==> src/rtl/pwc_pkg.sv <==
// ----------------------------------------------------------------------------
// pwc_pkg
// Shared types and constants for the clamped PID controller.
// ----------------------------------------------------------------------------
package pwc_pkg;

  localparam int ERR_W     = 16;
  localparam int GAIN_W    = 16;
  localparam int INTEG_W   = 32;
  localparam int DERIV_W   = ERR_W + 1;
  localparam int OCAP_W    = 15;
  localparam int ICAP_W    = 31;
  localparam int CFG_IDX_W = 3;
  localparam int CFG_DAT_W = 32;
  localparam int PROD_P_W  = ERR_W + GAIN_W;
  localparam int PROD_I_W  = INTEG_W + GAIN_W;
  localparam int PROD_D_W  = DERIV_W + GAIN_W;
  localparam int SUM_W     = PROD_I_W + 2;
  localparam int FRAC_BITS = 8;
  localparam int SHR_W     = SUM_W - FRAC_BITS;

  typedef enum logic [CFG_IDX_W-1:0] {
    CFG_PROP_GAIN    = 3'd0,
    CFG_INTEG_GAIN   = 3'd1,
    CFG_DERIV_GAIN   = 3'd2,
    CFG_OUTPUT_CAP   = 3'd3,
    CFG_INTEGRAL_CAP = 3'd4
  } cfg_reg_t;

  typedef struct packed {
    logic signed [ERR_W-1:0]   err;
    logic signed [INTEG_W-1:0] integ;
    logic signed [DERIV_W-1:0] deriv;
  } pwc_terms_t;

endpackage

==> src/rtl/pwc_state.sv <==
// ----------------------------------------------------------------------------
// pwc_state
// Holds the integral and the previous error, and forms the clamped integral
// and the derivative for the error sample being taken.
// ----------------------------------------------------------------------------
module pwc_state
  import pwc_pkg::*;
(
  input  logic                     clk,
  input  logic                     rst,
  input  logic                     take,
  input  logic signed [ERR_W-1:0]  error_sample,
  input  logic [ICAP_W-1:0]        integral_cap,
  output pwc_terms_t               terms
);

  logic signed [INTEG_W-1:0] integral_sum;
  logic signed [INTEG_W-1:0] integral_sum_next;
  logic signed [ERR_W-1:0]   previous_error;

  logic signed [INTEG_W:0]   cap_pos;
  logic signed [INTEG_W:0]   cap_neg;
  logic signed [INTEG_W:0]   sum_ext;
  logic signed [INTEG_W:0]   integ_c;
  logic signed [INTEG_W:0]   next_wide;

  always_comb begin
    cap_pos = {2'b00, integral_cap};
    cap_neg = -cap_pos;
    sum_ext = {integral_sum[INTEG_W-1], integral_sum};
    if (sum_ext > cap_pos) begin
      integ_c = cap_pos;
    end else if (sum_ext < cap_neg) begin
      integ_c = cap_neg;
    end else begin
      integ_c = sum_ext;
    end
    next_wide = integ_c + {{(INTEG_W + 1 - ERR_W){error_sample[ERR_W-1]}}, error_sample};
    if (next_wide[INTEG_W] != next_wide[INTEG_W-1]) begin
      integral_sum_next = next_wide[INTEG_W] ? {1'b1, {(INTEG_W-1){1'b0}}}
                                             : {1'b0, {(INTEG_W-1){1'b1}}};
    end else begin
      integral_sum_next = next_wide[INTEG_W-1:0];
    end
    terms.err   = error_sample;
    terms.integ = integ_c[INTEG_W-1:0];
    terms.deriv = {error_sample[ERR_W-1], error_sample}
                - {previous_error[ERR_W-1], previous_error};
  end

  always_ff @(posedge clk) begin
    if (rst) begin
      integral_sum   <= '0;
      previous_error <= '0;
    end else if (take) begin
      integral_sum   <= integral_sum_next;
      previous_error <= error_sample;
    end
  end

endmodule

==> src/rtl/pid_with_clamps.sv <==
// ----------------------------------------------------------------------------
// pid_with_clamps
// PID controller with a clamp on the stored integral and on the output.
// ----------------------------------------------------------------------------
// One error sample per beat in, one drive value per beat out. The block takes
// a new sample every cycle while in_stall is low; a drive value passes the input
// register, product register and result register after its sample is taken, and
// stalls on the output back up through those three registers before the
// input is stalled. The integral and previous error are updated in the cycle
// the sample is taken, so their update loop sets the rate. Gains
// are signed Q8.8; the weighted sum is shifted right by 8 rounding toward
// minus infinity and clamped to plus or minus output_cap. Write the
// configuration registers only while no sample is in flight.
module pid_with_clamps
  import pwc_pkg::*;
(
  input  logic                         clk,
  input  logic                         rst,
  input  logic                         in_valid,
  output logic                         in_stall,
  input  logic signed [ERR_W-1:0]      error_sample,
  output logic                         out_valid,
  input  logic                         out_stall,
  output logic signed [ERR_W-1:0]      drive_out,
  input  logic                         cfg_valid,
  output logic                         cfg_ready,
  input  logic [CFG_IDX_W-1:0]         cfg_index,
  input  logic [CFG_DAT_W-1:0]         cfg_data
);

  logic signed [GAIN_W-1:0] prop_gain;
  logic signed [GAIN_W-1:0] integ_gain;
  logic signed [GAIN_W-1:0] deriv_gain;
  logic [OCAP_W-1:0]        output_cap;
  logic [ICAP_W-1:0]        integral_cap;

  logic       take;
  logic       out_ready;
  logic       s2_ready;
  logic       s1_ready;
  pwc_terms_t terms_next;

  logic       s1_valid;
  pwc_terms_t s1_terms;

  logic                       s2_valid;
  logic signed [PROD_P_W-1:0] prod_p;
  logic signed [PROD_I_W-1:0] prod_i;
  logic signed [PROD_D_W-1:0] prod_d;
  logic signed [PROD_P_W-1:0] prod_p_next;
  logic signed [PROD_I_W-1:0] prod_i_next;
  logic signed [PROD_D_W-1:0] prod_d_next;

  logic signed [SUM_W-1:0]    sum_all;
  logic signed [SHR_W-1:0]    sum_shr;
  logic signed [SHR_W-1:0]    ocap_pos;
  logic signed [SHR_W-1:0]    ocap_neg;
  logic signed [SHR_W-1:0]    clamped;
  logic signed [ERR_W-1:0]    drive_out_next;

  assign cfg_ready = 1'b1;

  always_ff @(posedge clk) begin
    if (rst) begin
      prop_gain    <= '0;
      integ_gain   <= '0;
      deriv_gain   <= '0;
      output_cap   <= '0;
      integral_cap <= '0;
    end else if (cfg_valid && cfg_ready) begin
      unique case (cfg_index)
        CFG_PROP_GAIN:    prop_gain    <= cfg_data[GAIN_W-1:0];
        CFG_INTEG_GAIN:   integ_gain   <= cfg_data[GAIN_W-1:0];
        CFG_DERIV_GAIN:   deriv_gain   <= cfg_data[GAIN_W-1:0];
        CFG_OUTPUT_CAP:   output_cap   <= cfg_data[OCAP_W-1:0];
        CFG_INTEGRAL_CAP: integral_cap <= cfg_data[ICAP_W-1:0];
        default: begin
        end
      endcase
    end
  end

  assign out_ready = !out_valid || !out_stall;
  assign s2_ready  = !s2_valid || out_ready;
  assign s1_ready  = !s1_valid || s2_ready;
  assign in_stall  = !s1_ready;
  assign take      = in_valid && s1_ready;

  pwc_state u_state (
    .clk          (clk),
    .rst          (rst),
    .take         (take),
    .error_sample (error_sample),
    .integral_cap (integral_cap),
    .terms        (terms_next)
  );

  always_ff @(posedge clk) begin
    if (rst) begin
      s1_valid <= 1'b0;
    end else if (s1_ready) begin
      s1_valid <= in_valid;
    end
  end

  always_ff @(posedge clk) begin
    if (take) begin
      s1_terms <= terms_next;
    end
  end

  always_comb begin
    prod_p_next = $signed(s1_terms.err) * $signed(prop_gain);
    prod_i_next = $signed(s1_terms.integ) * $signed(integ_gain);
    prod_d_next = $signed(s1_terms.deriv) * $signed(deriv_gain);
  end

  always_ff @(posedge clk) begin
    if (rst) begin
      s2_valid <= 1'b0;
    end else if (s2_ready) begin
      s2_valid <= s1_valid;
    end
  end

  always_ff @(posedge clk) begin
    if (s2_ready && s1_valid) begin
      prod_p <= prod_p_next;
      prod_i <= prod_i_next;
      prod_d <= prod_d_next;
    end
  end

  always_comb begin
    sum_all  = SUM_W'(prod_p) + SUM_W'(prod_i) + SUM_W'(prod_d);
    sum_shr  = sum_all[SUM_W-1:FRAC_BITS];
    ocap_pos = {{(SHR_W - OCAP_W){1'b0}}, output_cap};
    ocap_neg = -ocap_pos;
    if (sum_shr > ocap_pos) begin
      clamped = ocap_pos;
    end else if (sum_shr < ocap_neg) begin
      clamped = ocap_neg;
    end else begin
      clamped = sum_shr;
    end
    drive_out_next = clamped[ERR_W-1:0];
  end

  always_ff @(posedge clk) begin
    if (rst) begin
      out_valid <= 1'b0;
    end else if (out_ready) begin
      out_valid <= s2_valid;
    end
  end

  always_ff @(posedge clk) begin
    if (out_ready && s2_valid) begin
      drive_out <= drive_out_next;
    end
  end

endmodule

==> config.mk <==
export PLATFORM = sky130hd
export DESIGN_NAME = pid_with_clamps
export DESIGN_NICKNAME = d
export VERILOG_FILES = /design/src/rtl/pwc_pkg.sv /design/src/rtl/pwc_state.sv /design/src/rtl/pid_with_clamps.sv
export SDC_FILE = /design/constraint.sdc
export NUM_CORES = 2
export LEC_CHECK = 0
export BUFFER_PORTS_ARGS = -buffer_cell sky130_fd_sc_hd__buf_2
export CORE_ASPECT_RATIO = 0.75
export CORE_MARGIN = 3
export CORE_UTILIZATION = 50
export CTS_CLUSTER_SIZE = 12
export DETAILED_ROUTE_END_ITERATION = 16
export HOLD_SLACK_MARGIN = 0.12
export PLACE_DENSITY_LB_ADDON = 0.2
export RECOVER_POWER = 50
export SETUP_SLACK_MARGIN = 0.2
export SYNTH_ARGS = -nofsm -noshare
export SYNTH_HDL_FRONTEND = slang
export SYNTH_SLANG_ARGS = --single-unit
==> constraint.sdc <==
create_clock -name clk -period 9.78 [get_ports clk]
set_input_delay 1.467 -clock clk [delete_from_list [all_inputs] [get_ports clk]]
set_output_delay 1.467 -clock clk [all_outputs]
set_load 0.05 [all_outputs]
Yosys cells after proc, flatten, opt, wreduce, memory -nomap -nowiden
Cells that the tools add are included.
{ "classes": {"add_sub_neg": 6, "n_mul": 3, "n_lt_le_gt_ge": 4, "eq_ne": 5, "muxes": 6, "reduce_logical": 17} }
{ "ops": {"columns": ["cell", "count"], "rows": [
  ["$mux 33", 2],
  ["$mux 32", 2],
  ["$add 49x33->50", 1],
  ["$add 32x48->49", 1],
  ["$mul 32x16->48", 1],
  ["$gt 42x16->1", 1],
  ["$lt 42x42->1", 1],
  ["$neg 15->42", 1],
  ["$add 33x33->33", 1],
  ["$lt 32x33->1", 1],
  ["$mul 17x16->33", 1],
  ["$neg 31->33", 1],
  ["$gt 32x32->1", 1],
  ["$mul 16x16->32", 1],
  ["$sub 16x16->17", 1],
  ["$mux 16", 1],
  ["$mux 15", 1],
  ["$reduce_and 2->1", 5],
  ["$eq 3x2->1 const B", 2],
  ["$logic_not 1->1", 5],
  ["$eq 3x1->1 const B", 1],
  ["$eq 3x3->1 const B", 1],
  ["$logic_and 1x1->1", 3],
  ["$logic_not 3->1", 1],
  ["2 further kinds", 4]
]} }
{ "word_totals": {"ff_bits": 339, "input_bits": 56} }

Longest topological paths before layout
{ "depth": {"depth_word": 7, "mapped_depth": 40, "mapped_depth_nobuf": 35} }

By module
A second synthesis with hierarchy kept.
{ "unflattened": {"hier_cells": 6653, "area_unflattened_um2": 60174.0} }
{ "by_module_without_submodules": {"columns": ["mod", "n_inst", "cells_each", "area_each_um2"], "rows": [
  ["pid_with_clamps", 1, 5677, 52811.9],
  ["pwc_state", 1, 976, 7362.1]
]} }

Least setup slack after synthesis
No wires, ideal clock.
{ "synth_timing": {"path_kind": "reg2reg", "start": "register integral_cap[1]", "end": "register u_state.integral_sum[0]", "setup_ps": 95, "arrival_ps": 7939, "required_time_ps": 9685, "slack_ps": 1746, "stages_incl_launch_ff": 39, "n_path_buf": 5, "period_less_slack_ps": 8034, "path_cell_list": "dfxtp_1 -> inv_1 -> ha_1 -> or3b_2 -> clkbuf_1 -> nor4_1 -> and3_1 -> buf_2 -> nand2_1 -> nor3_1 -> xnor2_1 -> ha_1 -> a21o_1 -> a21o_1 -> a21o_1 -> a21oi_1 -> nor2_1 -> nor3_1 -> [... 3 more ...] -> clkbuf_1 -> a21oi_1 -> a21oi_1 -> ha_1 -> a21oi_1 -> o21ai_0 -> a2111oi_0 -> nor3b_1 -> a221oi_1 -> o211ai_1 -> a31oi_1 -> o31ai_1 -> a21o_1 -> a221oi_1 -> xnor2_1 -> clkbuf_1 -> o21ai_0 -> a221oi_1"} }
{ "synth_rtl": {"columns": ["item", "line", "rtl"], "rows": [
  ["start, declared", "pid_with_clamps.sv:35", "logic [ICAP_W-1:0] integral_cap;"],
  ["start signal, assigned", "pid_with_clamps.sv:76", "CFG_INTEGRAL_CAP: integral_cap <= cfg_data[ICAP_W-1:0];"],
  ["end signal, assigned", "pwc_state.sv:56", "integral_sum <= integral_sum_next;"],
  ["end, declared", "pwc_state.sv:17", "logic signed [INTEG_W-1:0] integral_sum;"]
]} }

==> metrics.txt <==
Logic pwr share 60.9%; share of power burned in registers 22.8%; CP arrival 9360 ps; syn nets 8046; Post-synth EDFFs 194; root buf cell clkbuf_16; Slew headroom -151.2%; clock-pin slew on the worst setup and hold paths 60 ps; synthesized-area fraction occupied by adder cells 47.32%; HPWL after DPL 128700 µm; via count 43450; XOR/XNOR share of the synthesized area 3.362%; fraction of layout cells with a size suffix above 1 3.627%; Worst Hold Class register to register; DRT Pass-1 Iters 6; simple-gate portion of the synthesized area 15.59%; Ports 75; Tcrit/Tclk final 91.10%; met3 GRT Util 8.717%; Slew Viols, Final 333; commonest non-fill, non-tap cell in the layout inv_1; family with the most delay on the worst path compound AO/OA/AOI/OAI gates; Die W 401.3 µm; cell internal pwr 0.005264 W; Clock Power Share 16.2%; failing checks capacitance limit, slew limit; routed len/inst 20.18 µm; Worst Path Buf+Inv 3; Via density 5.470; routing usage on met2 38.49%; Post-route DRC 0; Post-Syn Area 58580 µm²; TritonCTS clock tree done; Sw Pwr 0.005090 W; worst slew pin tran 3768 ps; max_cap viols 7; Total Wirelength 160300 µm; clock skew 53.41 ps; Power Density 166.9 nW/µm²; largest net degree at the start of global routing 83; final instance area 62030 µm²; Mapped Cells 6419; Post-synth top flop edfxtp_1; deepest clock path buffer count 3; global route overflow 0; die area 121400 µm²; clock latency on the worst-skew pair 610 ps; H-tree Lvls 2; Die Y 302.4 µm; Final min period 8910 ps; synthesis-to-layout area growth 5.880%; core area 115900 µm²; Max rail drop VDD 340.2 µV; leak pwr 26.30 nW; CP max FO 23; status finished with violations; GRT busiest layer met1; met1 usage 40.87%; Async S/R FF share, synth 0%; Final nets 7988; Crit-path slowest cell or3b_2; Peak Freq 0.1122 GHz; CP peak stage delay 530 ps; vias in the first global route 44550; Critical Path Source Type register; first-pass GRT wire length 256100 µm; 1st-iter DRT viols 3242; register area share after synthesis 14.90%; largest family of logic cells by synthesized area adder cells; RePlAce Congestion 0.9304; Ys Warns 0; Synth Area in Compound Gates 9.090%; Site Rows 108; synth unique cells 85; Required @ worst endpoint 10230 ps; Inst Count DP 7855; RSZ-0062 raised after global routing false; initial antenna violation count 9; TNS Setup 0 ps; Initial Util 50.53%; Yosys reg bits 339; hold bufs inserted after CTS 0; mux cell area share after synthesis 0.2499%; Switching Fraction 49.16%; clk sink count 339; TritonCTS buffer count 44; nature of the critical path endpoint register; Finished Layout Cells 7943; syn_area_per_cell 9.127 µm²; # port buffers 72; Final Hold Viols 0; final setup vio count 0; WS Path Type register to register; Routed Antenna Nets 0; most frequent cells in the layout 1214 x inv_1, 1073 x fa_1, 923 x nand2_1; GRT Util Overall 27.16%; Cell Area, Placed 60550 µm²; crit-path most repeated cell a21o_1
==> cells in the mapped netlist (all sizes together) (5+ instances only) <==
library cell,count,share of area [%]
dfxtp,145,5.0
or4,9,0.12
o2111ai,5,0.075
or2,15,0.16
nor3,51,0.46
o31ai,11,0.14
a221oi,8,0.13
or3,17,0.18
xnor2,173,2.6
nand2,925,5.9
ha,498,11
o221ai,5,0.075
o21bai,31,0.42
o21ai,145,1.2
fa,1073,37
nor2,227,1.5
a22oi,11,0.14
and3,30,0.32
o21a,31,0.40
nand4,37,0.40
a21boi,12,0.15
a31oi,23,0.25
nor2b,42,0.45
clkbuf,242,1.6
a21oi,372,3.2
edfxtp,194,9.9
a211o,8,0.12
xor2,51,0.76
o211ai,8,0.10
a2111oi,10,0.15
nand3,65,0.56
nor3b,6,0.077
mux2i,9,0.15
and4,5,0.075
a21o,92,1.2
a311oi,5,0.075
and2,404,4.3
a211oi,46,0.63
buf,16,0.15
nor4,18,0.20
nand2b,71,0.76
inv,1215,7.8
mux2,5,0.096
==> what timing repair did <==
action	4_1_cts	5_1_grt
endpoints found under the setup margin	0	29
gates resized for setup	0	9
setup buffers	0	0
==> sequential cells by signal, indices dropped and copies added (netlist names) <==
signal	cells
u_state.integral_sum	32
s2_valid	1
u_state.previous_error	16
s1_valid	1
prod_p	32
prod_i	48
out_valid	1
drive_out	16
deriv_gain	16
s1_terms	65
integ_gain	16
prop_gain	16
output_cap	15
integral_cap	31
prod_d	33
==> worst min-delay path, delay by kind of cell (launching register included) <==
family / cells / cell delay (ps)
flip-flops: 1 / 300
AO/OA/AOI/OAI: 1 / 50
AND/OR/NAND/NOR: 1 / 50
==> kinds of logic (layout without fill, tap and decap cells) <==
logic type	Yosys count	in the layout
AO/OA/AOI/OAI	864	864
XOR/XNOR	224	224
adder cells (fa/ha/maj)	1572	1572
buffers and inverters	1473	1451
flip-flops	339	339
multiplexers	14	14
other	1	7
AND/OR/NAND/NOR	1932	1932
==> final timing paths <==
path                                           startpoint                   endpoint  depth (start not counted)  slack (ps)
worst max-delay path                      integral_cap[1]   u_state.integral_sum[23]                         35         870
worst min register to register  u_state.previous_error[6]  u_state.previous_error[6]                          2         450
worst min-delay path            u_state.previous_error[6]  u_state.previous_error[6]                          2         450
worst max register to register            integral_cap[1]   u_state.integral_sum[23]                         35         870
==> final cells by class <==
class                      instances  area, µm²
sequential                       339       8728
timing repair buffer             154      924.6
tap                             1540       1927
inverter                        1215       4562
fill                           10710      53910
clock buffer                      57       1285
antenna                            6      15.01
multi-input combinational       4607      44370
clock inverter                    25      219.0
==> through the flow <==
step	util [%]	hold slack (ps)	setup slack, ps	total power (W)
6_report	53.50	452.6	870.5	0.01035
5_1_grt	53.49	472.2	171.2	0.01126
4_1_cts	53.52	454.1	716.9	0.01027
3_5_place_dp	52.23	446.3	762.4	0.008546
3_3_place_gp	52.23	442.8	859.4	0.008417
2_1_floorplan	-	436.3	1746	0.006702
==> metal layers <==
| layer | share of wire, % | routed length, µm |
|---|---|---|
| met3 | 11 | 18150 |
| met1 | 47 | 74810 |
| met5 | 0.010 | 16 |
| met2 | 40 | 64480 |
| met4 | 1.8 | 2842 |
==> power groups by stage <==
stage	Sequential, W	Clock [W]	Combinational, W
floorplan	0.00204	0	0.00466
global placement	0.00236	0	0.00606
detailed placement	0.00236	0	0.00618
CTS	0.00234	0.00172	0.00622
global route	0.00239	0.00177	0.00710
finish	0.00237	0.00168	0.00631
No activity file was read; power rests on OpenSTA's default activity.
